[src/rtl/mts_pkg.sv]
package mts_pkg;

    localparam int DEFAULT_STACK_DEPTH = 64;
    localparam int VALUE_W = 32;
    localparam int ENTRY_W = 34;
    localparam int ACTION_W = 2;
    localparam int STATUS_W = 2;

    localparam logic signed [VALUE_W-1:0] MIN_RESET = 32'sh7FFF_FFFF;
    localparam logic signed [VALUE_W-1:0] NONE_VALUE = -32'sd1;

    typedef enum logic [ACTION_W-1:0] {
        ACT_PUSH  = 2'd0,
        ACT_POP   = 2'd1,
        ACT_QUERY = 2'd2
    } action_t;

    typedef enum logic [STATUS_W-1:0] {
        ST_OK        = 2'd0,
        ST_POP_EMPTY = 2'd1,
        ST_PUSH_FULL = 2'd2
    } status_t;

    typedef struct packed {
        logic [ACTION_W-1:0]       action;
        logic signed [VALUE_W-1:0] value;
    } cmd_item_t;

endpackage

[src/rtl/mts_if.sv]
interface mts_cmd_if;
    logic               valid;
    logic               ready;
    logic [1:0]         action;
    logic signed [31:0] value;

    modport source (output valid, output action, output value, input ready);
    modport sink (input valid, input action, input value, output ready);
endinterface

interface mts_rsp_if;
    logic               valid;
    logic               ready;
    logic signed [31:0] popped_value;
    logic signed [31:0] top_value;
    logic signed [31:0] min_value;
    logic               is_empty;
    logic [1:0]         status;

    modport source (
        output valid, output popped_value, output top_value, output min_value,
        output is_empty, output status, input ready
    );
    modport sink (
        input valid, input popped_value, input top_value, input min_value,
        input is_empty, input status, output ready
    );
endinterface

[src/rtl/mts_in_reg.sv]
module mts_in_reg (
    input  logic              clk,
    input  logic              rst_n,
    mts_cmd_if.sink           cmd,
    input  logic              take,
    output mts_pkg::cmd_item_t item,
    output logic              item_valid
);
    import mts_pkg::*;

    logic      valid_reg;
    cmd_item_t item_reg;
    logic      accept;

    // free slot or the held item leaves this cycle
    assign cmd.ready = !valid_reg || take;
    assign accept = cmd.valid && cmd.ready;

    always_ff @(posedge clk or negedge rst_n)
    begin
        if (!rst_n)
        begin
            valid_reg <= 1'b0;
        end
        else if (accept)
        begin
            valid_reg <= 1'b1;
        end
        else if (take)
        begin
            valid_reg <= 1'b0;
        end
    end

    always_ff @(posedge clk)
    begin
        if (accept)
        begin
            item_reg.action <= cmd.action;
            item_reg.value  <= cmd.value;
        end
    end

    assign item = item_reg;
    assign item_valid = valid_reg;

endmodule

[src/rtl/mts_core.sv]
module mts_core #(
    parameter int STACK_DEPTH = mts_pkg::DEFAULT_STACK_DEPTH
) (
    input  logic               clk,
    input  logic               rst_n,
    input  logic               item_valid,
    input  mts_pkg::cmd_item_t item,
    output logic               take,
    mts_rsp_if.source          rsp
);
    import mts_pkg::*;

    localparam int CW = $clog2(STACK_DEPTH + 1);
    localparam int AW = $clog2(STACK_DEPTH);

    // entry storage: the top entry and the one under it are also kept in registers
    logic signed [ENTRY_W-1:0] entry_mem [STACK_DEPTH];

    logic [CW-1:0]             cnt_reg, cnt_next;
    logic signed [VALUE_W-1:0] min_reg, min_next;
    logic signed [ENTRY_W-1:0] top_reg, top_next;
    logic signed [ENTRY_W-1:0] under_reg;

    logic                      wr_en;
    logic signed [ENTRY_W-1:0] wr_entry;
    logic [AW-1:0]             wr_addr;
    logic [AW-1:0]             rd_addr;
    logic                      under_load;
    logic                      under_from_mem;

    logic signed [ENTRY_W-1:0] val_ext;
    logic signed [ENTRY_W-1:0] min_ext;
    logic signed [ENTRY_W-1:0] min_next_ext;
    logic signed [ENTRY_W-1:0] restored_min;

    logic signed [VALUE_W-1:0] popped_next, top_val_next, min_val_next;
    logic                      empty_next;
    status_t                   status_next;

    logic                      out_valid_reg;
    logic signed [VALUE_W-1:0] popped_reg, top_val_reg, min_val_reg;
    logic                      empty_reg;
    status_t                   status_reg;

    assign take = item_valid && (!out_valid_reg || rsp.ready);

    assign val_ext = ENTRY_W'(item.value);
    assign min_ext = ENTRY_W'(min_reg);
    assign restored_min = (min_ext <<< 1) - top_reg;
    assign wr_addr = cnt_reg[AW-1:0];
    // entry two below the current top becomes the new under entry on pop
    assign rd_addr = AW'(cnt_reg - CW'(3));

    always_comb
    begin
        cnt_next       = cnt_reg;
        min_next       = min_reg;
        top_next       = top_reg;
        popped_next    = NONE_VALUE;
        status_next    = ST_OK;
        wr_en          = 1'b0;
        wr_entry       = val_ext;
        under_load     = 1'b0;
        under_from_mem = 1'b0;

        case (action_t'(item.action))
            ACT_PUSH:
            begin
                if (cnt_reg == CW'(STACK_DEPTH))
                begin
                    status_next = ST_PUSH_FULL;
                end
                else
                begin
                    wr_en      = 1'b1;
                    under_load = 1'b1;
                    cnt_next   = cnt_reg + CW'(1);
                    if (cnt_reg == '0)
                    begin
                        min_next = item.value;
                    end
                    else if (item.value < min_reg)
                    begin
                        // encoded entry sits below the new minimum
                        wr_entry = (val_ext <<< 1) - min_ext;
                        min_next = item.value;
                    end
                    top_next = wr_entry;
                end
            end
            ACT_POP:
            begin
                if (cnt_reg == '0)
                begin
                    status_next = ST_POP_EMPTY;
                end
                else
                begin
                    cnt_next       = cnt_reg - CW'(1);
                    top_next       = under_reg;
                    under_load     = 1'b1;
                    under_from_mem = 1'b1;
                    if (top_reg > min_ext)
                    begin
                        popped_next = top_reg[VALUE_W-1:0];
                    end
                    else
                    begin
                        popped_next = min_reg;
                        min_next    = restored_min[VALUE_W-1:0];
                    end
                end
            end
            default:
            begin
                // query and unused code leave the stack alone
            end
        endcase
    end

    assign min_next_ext = ENTRY_W'(min_next);

    always_comb
    begin
        empty_next   = (cnt_next == '0);
        top_val_next = NONE_VALUE;
        min_val_next = NONE_VALUE;
        if (!empty_next)
        begin
            min_val_next = min_next;
            if (top_next < min_next_ext)
            begin
                top_val_next = min_next;
            end
            else
            begin
                top_val_next = top_next[VALUE_W-1:0];
            end
        end
    end

    always_ff @(posedge clk or negedge rst_n)
    begin
        if (!rst_n)
        begin
            cnt_reg       <= '0;
            min_reg       <= MIN_RESET;
            out_valid_reg <= 1'b0;
        end
        else
        begin
            if (take)
            begin
                cnt_reg       <= cnt_next;
                min_reg       <= min_next;
                out_valid_reg <= 1'b1;
            end
            else if (rsp.ready)
            begin
                out_valid_reg <= 1'b0;
            end
        end
    end

    always_ff @(posedge clk)
    begin
        if (take)
        begin
            top_reg     <= top_next;
            popped_reg  <= popped_next;
            top_val_reg <= top_val_next;
            min_val_reg <= min_val_next;
            empty_reg   <= empty_next;
            status_reg  <= status_next;
        end
    end

    always_ff @(posedge clk)
    begin
        if (take && wr_en)
        begin
            entry_mem[wr_addr] <= wr_entry;
        end
    end

    always_ff @(posedge clk)
    begin
        if (take && under_load)
        begin
            if (under_from_mem)
            begin
                under_reg <= entry_mem[rd_addr];
            end
            else
            begin
                under_reg <= top_reg;
            end
        end
    end

    assign rsp.valid        = out_valid_reg;
    assign rsp.popped_value = popped_reg;
    assign rsp.top_value    = top_val_reg;
    assign rsp.min_value    = min_val_reg;
    assign rsp.is_empty     = empty_reg;
    assign rsp.status       = status_reg;

`ifndef ASSERT_OFF
    a_cnt_bound: assert property (@(posedge clk) disable iff (!rst_n)
        cnt_reg <= CW'(STACK_DEPTH))
        else $error("entry count beyond stack depth");

    a_empty_flag: assert property (@(posedge clk) disable iff (!rst_n)
        out_valid_reg |-> (empty_reg == (cnt_reg == '0)))
        else $error("empty flag disagrees with entry count");

    a_full_status: assert property (@(posedge clk) disable iff (!rst_n)
        (out_valid_reg && status_reg == ST_PUSH_FULL) |-> (cnt_reg == CW'(STACK_DEPTH)))
        else $error("push refused while not full");

    a_min_le_top: assert property (@(posedge clk) disable iff (!rst_n)
        (out_valid_reg && !empty_reg) |-> (min_val_reg <= top_val_reg))
        else $error("minimum above top value");

    a_pop_count: assert property (@(posedge clk) disable iff (!rst_n)
        (take && item.action == ACT_POP && cnt_reg != '0)
            |=> (cnt_reg == $past(cnt_reg) - CW'(1)))
        else $error("pop did not remove one entry");
`endif

endmodule

[src/rtl/min_tracking_stack_top.sv]
// channel | dir | handshake   | payload
// cmd     | in  | valid/ready | action[1:0], value[31:0] signed
// rsp     | out | valid/ready | popped_value, top_value, min_value (32 signed),
//         |     |             | is_empty, status[1:0]
//
// one item per cycle sustained while rsp is ready; an accepted item is held in the
// input register, then its result loads into the result register; the input register
// and the result register sit around the stack update
// reset clears the entry count and loads the running minimum with the largest
// positive value; entry storage is not cleared and needs no sweep
// a stalled rsp holds the result register; cmd still fills the free input slot
module min_tracking_stack_top #(
    parameter int STACK_DEPTH = mts_pkg::DEFAULT_STACK_DEPTH
) (
    input  logic      clk,
    input  logic      rst_n,
    mts_cmd_if.sink   cmd,
    mts_rsp_if.source rsp
);
    import mts_pkg::*;

    // registered item handed from the input slot to the stack core
    cmd_item_t item;
    logic      item_valid;
    // core consumes the held item this cycle
    logic      take;

    mts_in_reg u_in_reg (
        .clk        (clk),
        .rst_n      (rst_n),
        .cmd        (cmd),
        .take       (take),
        .item       (item),
        .item_valid (item_valid)
    );

    // stack state, entry memory and result register
    mts_core #(
        .STACK_DEPTH (STACK_DEPTH)
    ) u_core (
        .clk        (clk),
        .rst_n      (rst_n),
        .item_valid (item_valid),
        .item       (item),
        .take       (take),
        .rsp        (rsp)
    );

endmodule

[src/flat_wrapper.sv]
// flat-port wrapper written by rule: the top's interface ports become plain ports
module min_tracking_stack_top_flat import mts_pkg::*;
#(
    parameter int STACK_DEPTH = mts_pkg::DEFAULT_STACK_DEPTH
)
  (clk, rst_n, cmd_valid, cmd_action, cmd_value, cmd_ready, rsp_valid, rsp_popped_value, rsp_top_value, rsp_min_value, rsp_is_empty, rsp_status, rsp_ready);
  mts_cmd_if cmd_i ();
  mts_rsp_if rsp_i ();
  input  logic clk;
  input  logic rst_n;
  input wire logic [$bits(cmd_i.valid)-1:0] cmd_valid;
  input wire logic [$bits(cmd_i.action)-1:0] cmd_action;
  input wire logic [$bits(cmd_i.value)-1:0] cmd_value;
  output wire logic [$bits(cmd_i.ready)-1:0] cmd_ready;
  output wire logic [$bits(rsp_i.valid)-1:0] rsp_valid;
  output wire logic [$bits(rsp_i.popped_value)-1:0] rsp_popped_value;
  output wire logic [$bits(rsp_i.top_value)-1:0] rsp_top_value;
  output wire logic [$bits(rsp_i.min_value)-1:0] rsp_min_value;
  output wire logic [$bits(rsp_i.is_empty)-1:0] rsp_is_empty;
  output wire logic [$bits(rsp_i.status)-1:0] rsp_status;
  input wire logic [$bits(rsp_i.ready)-1:0] rsp_ready;
  assign cmd_i.valid = cmd_valid;
  assign cmd_i.action = cmd_action;
  assign cmd_i.value = cmd_value;
  assign cmd_ready = cmd_i.ready;
  assign rsp_valid = rsp_i.valid;
  assign rsp_popped_value = rsp_i.popped_value;
  assign rsp_top_value = rsp_i.top_value;
  assign rsp_min_value = rsp_i.min_value;
  assign rsp_is_empty = rsp_i.is_empty;
  assign rsp_status = rsp_i.status;
  assign rsp_i.ready = rsp_ready;
  min_tracking_stack_top #(.STACK_DEPTH(STACK_DEPTH)) u_core (.clk(clk), .rst_n(rst_n), .cmd(cmd_i), .rsp(rsp_i));
endmodule
[config.mk]
export PLATFORM = sky130hd
export DESIGN_NAME = min_tracking_stack_top_flat
export DESIGN_NICKNAME = d
export VERILOG_FILES = /design/src/rtl/mts_pkg.sv /design/src/rtl/mts_if.sv /design/src/rtl/mts_in_reg.sv /design/src/rtl/mts_core.sv /design/src/rtl/min_tracking_stack_top.sv /design/src/flat_wrapper.sv
export SDC_FILE = /design/constraint.sdc
export NUM_CORES = 2
export LEC_CHECK = 0
export BUFFER_PORTS_ARGS = -buffer_cell sky130_fd_sc_hd__buf_2
export CORE_MARGIN = 2
export CORE_UTILIZATION = 55
export DETAILED_ROUTE_END_ITERATION = 8
export PLACE_DENSITY = 0.71
export SLEW_MARGIN = 30
export SYNTH_ARGS = -nofsm -noshare
export SYNTH_HDL_FRONTEND = slang
export SYNTH_SLANG_ARGS = --single-unit
[constraint.sdc]
create_clock -name clk -period 8.54 [get_ports clk]
set_input_delay 1.708 -clock clk [delete_from_list [all_inputs] [get_ports clk]]
set_output_delay 1.708 -clock clk [all_outputs]
set_load 0.005 [all_outputs]
==> results.sh <==
export IMPL_drtAntennaViolNets=0
export IMPL_synth_mux_area_share_pct=16.32
export IMPL_drive_above_1_share_pct=27.29
export IMPL_wl_per_cell_um=32.84
export IMPL_routed_via_density=6.683
export IMPL_power_frac_comb_pct=42.3
export IMPL_outcome="finished, final reports clean"
export IMPL_internal_power_mw=27.72
export IMPL_cts_made_buffers=232
export IMPL_synth_top_family_by_area="multiplexers"
export IMPL_cpMaxStageDelayCell="nor2_2"
export IMPL_first_pass_iters=6
export IMPL_clk_latency_ns=0.89
export IMPL_synth_common_cells="2377 x edfxtp_1, 680 x mux4_2, 288 x nand2_1"
export IMPL_fp_row_count=155
export IMPL_post_cts_buffers=0
export IMPL_rsz0062_at_grt="no"
export IMPL_slew_violations=0
export IMPL_setup_viol=0
export IMPL_place_hpwl_mm=148.8
export IMPL_wl_mm=255.5
export IMPL_synth_area_mm2=0.09929
export IMPL_track_usage_pct=27.90
export IMPL_critPathTopFamily="simple AND/OR/NAND/NOR gates"
export IMPL_setup_tns_ns=0
export IMPL_synth_edff_count=2377
export IMPL_ys_warn_count=0
export IMPL_synth_fa_ha_area_share_pct=2.069
export IMPL_cts_sinks=2418
export IMPL_tritoncts="built"
export IMPL_hp_class="register to register"
export IMPL_hold_viol=0
export IMPL_crit_path_end_kind="register"
export IMPL_grt_pass1_wl_mm=368.9
export IMPL_p_seq_share_pct=34.3
export IMPL_critical_path_max_stage_delay_ns=0.71
export IMPL_largest_reg_flops=2176
export IMPL_num_io_pins=139
export IMPL_port_buffer_count=138
export IMPL_synth_compound_area_share_pct=3.889
export IMPL_maxCapViolCount=0
export IMPL_synth_ff_type="edfxtp_1"
export IMPL_ys_seq_area_share_pct=72.96
export IMPL_multiInputGateArea_mm2=0.02634
export IMPL_swShare_pct=35.46
export IMPL_synthDistinctLibCells=78
export IMPL_fin_crit_sh_pct=87.66
export IMPL_synth_area_leaders="edfxtp_1 72%, mux4_2 15%, ha_1 2.0%, nand2_1 1.1%, dfstp_2 0.82%"
export IMPL_grt_max_degree=112
export IMPL_powerDensity_mw_per_mm2=385.3
export IMPL_dr_wl_met2_mm=122.0
export IMPL_synth_seq_cells=2418
export IMPL_syn_inst=4965
export IMPL_antenna_found_initial=10
export IMPL_grt_pass1_vias=51865
export IMPL_path_cells="ha_1, nor2b_1, or4_1, or3_1, a31oi_1, nor3_2, nor2_2, buf_4, a221oi_1, o211ai_1, inv_1, ha_1, nand4_1, nor3_1, and2_1, a211oi_1, nand4_1, a2bb2oi_1, nand3_2, buf_4, or3_1, o31a_1"
export IMPL_finClkSkew_ns=0.04854
export IMPL_synthArstFlopShare_pct=1.696
export IMPL_worstPathMaxFanout=18
export IMPL_gp_congestion=0.9911
export IMPL_startpoint_type="register"
export IMPL_path_class="register to register"
export IMPL_synth_xor_area_share_pct=0.4940
export IMPL_post_cts_resize_count=0
export IMPL_synthMostInstantiatedCell="edfxtp_1"
export IMPL_num_fill_cells=12114
export IMPL_tightest_slew_ns=1.125
export IMPL_relSlewSlack_pct=23.06
export IMPL_dieWidth_um=428.9
export IMPL_nets=5434
export IMPL_finalCriticalPeriod_ns=7.486
export IMPL_top_layer="met5"
export IMPL_die_h_um=428.9
export IMPL_synth_nets=5166
export IMPL_clk_pin_slew_ns=0.06
export IMPL_place_inst=7349
export IMPL_power_switching_mw=15.23
export IMPL_finalPower_mw=42.95
export IMPL_preCtsSetupSlack_ns=1.255
export IMPL_drt_iter0_drc=6999
export IMPL_avgSynthCellArea_um2=20.00
export IMPL_met3_length_mm=25.36
export IMPL_clkPwrFrac_pct=23.4
export IMPL_fmax_mhz=133.6
export IMPL_total_leakage_power_nw=35.96
export IMPL_ff_latch_area_mm2=0.07245
export IMPL_synth_top_area_share_pct=71.89
export IMPL_ir_worst_vdd_mv=0.4313
export IMPL_clockRootBuffer="clkbuf_16"
export IMPL_fin_cells=7780
export IMPL_critPathRequiredTime_ns=9.16
export IMPL_routedLengthMet1_mm=101.0
export IMPL_core_area_mm2=0.1790
export IMPL_cts_hold_buf=0
export IMPL_via_count=51992
export IMPL_cts_buffer_depth=3
export IMPL_die_area_mm2=0.1839
export IMPL_synth_top_area_cell="edfxtp_1"
export IMPL_initial_core_util_pct=55.47
export IMPL_gr_total_overflow=0
export IMPL_cts_htree_levels=4
export IMPL_regMostFlops="u_core.u_core.entry_mem"
export IMPL_setup_slack_ns=1.054
export IMPL_syn_to_final_growth_pct=12.25
export IMPL_synthSimpleGateAreaFrac_pct=2.939
export IMPL_drc=0
export IMPL_worst_path_buf_inv=3
export IMPL_arrival_ns=8.11
[cell families (layout without fill, tap and decap cells)]
logic type / Yosys count / in the layout
other: 0 / 1
muxes: 764 / 764
and+or+nand+nor: 647 / 647
DFF: 2418 / 2418
AOI/OAI and AO/OA: 575 / 575
adders and majority gates: 163 / 163
buffers and inverters: 342 / 801
xor gates and xnor gates: 56 / 56
[worst reg2reg max path, delay by kind of cell (launching register included)]
kind,cells,cell delay [ns]
adder cells (fa/ha/maj),2,0.93
AND/OR/NAND/NOR,11,3.43
buffers and inverters,3,1.00
flip-flops,1,0.52
AO/OA/AOI/OAI,6,1.37
[final timing paths]
| kind | slack, ns | depth (start not counted) | startpoint | endpoint |
|---|---|---|---|---|
| min | 0.51 | 2 | u_core.u_core.min_reg[20]$_DFFE_PN1P_ | u_core.u_core.min_reg[20]$_DFFE_PN1P_ |
| max in group asynchronous | 6.91 | 2 | rst_n | u_core.u_core.cnt_reg[0]$_DFFE_PN0P_ |
| min reg2reg | 0.51 | 2 | u_core.u_core.min_reg[20]$_DFFE_PN1P_ | u_core.u_core.min_reg[20]$_DFFE_PN1P_ |
| min in group asynchronous | 1.00 | 2 | rst_n | u_core.u_in_reg.item_valid$_DFFE_PN0P_ |
| max | 1.05 | 22 | u_core.u_in_reg.item[31]$_DFFE_PP_ | u_core.u_core.rsp.top_value[12]$_SDFFCE_PP1P_ |
| max reg2reg | 1.05 | 22 | u_core.u_in_reg.item[31]$_DFFE_PP_ | u_core.u_core.rsp.top_value[12]$_SDFFCE_PP1P_ |
[area by class of cell]
type / instances / share of cell area, %
Clock inverter: 128 / 1.043
Tap cell: 2355 / 2.644
Antenna cell: 1 / 0.002245
Timing Repair Buffer: 281 / 1.775
Inverter: 95 / 0.3267
Multi-Input combinational cell: 2205 / 23.63
Sequential cell: 2418 / 65.01
Clock buffer: 297 / 5.571
[stage by stage]
stage | area (um^2) | hold WS (ns) | util [%]
floorplan | 99290 | 0.4572 | -
global placement | 103800 | 0.4859 | 57.99
detailed placement | 104000 | 0.4893 | 58.07
CTS | 111300 | 0.5074 | 62.19
global route | 111400 | 0.5195 | 62.26
finish | 111400 | 0.5075 | 62.26
[layer usage]
layer	global-route usage [%]	vias up
met3	5.206	443
met1	40.35	27253
met4	8.220	4
met2	43.97	3059
li1	-	21233
met5	0	-
[power by group through the flow]
stage	clock, mW	combinational (mW)	sequential, mW
after global routing	10.6	19.2	14.8
after CTS	10.2	18.0	14.7
after floorplan	0	12.0	14.9
after global placement	0	17.8	15.0
final	10.0	18.2	14.7
after detailed placement	0	17.9	15.0
[layout by cell type, fill, tap and decap left out, types with 12 or more instances in the layout]
cell type,synthesis,layout
edfxtp_1,2377,2377
a22o_1,18,18
bufinv_16,0,19
or3_1,16,15
o21a_1,31,31
mux2_2,35,35
nand4_1,26,26
nand3_1,34,33
clkinv_2,0,38
dfstp_2,31,31
o211ai_1,81,81
inv_1,93,93
mux2i_1,49,49
nor2_1,147,77
nand2_1,288,264
a211oi_1,20,19
a31oi_1,21,21
a222oi_1,12,12
nand2b_1,18,17
o21ai_0,140,137
clkbuf_1,176,57
mux4_2,680,680
clkinv_1,1,49
ha_1,161,160
a22oi_1,22,22
clkbuf_16,0,239
a21oi_1,100,100
buf_2,4,139
a21o_1,37,35
xor2_1,16,16
buf_4,1,126
xnor2_1,40,36
nor3_1,46,43
nand2_4,0,21
nor2_4,0,67
(Power assumes the default switching activity.)
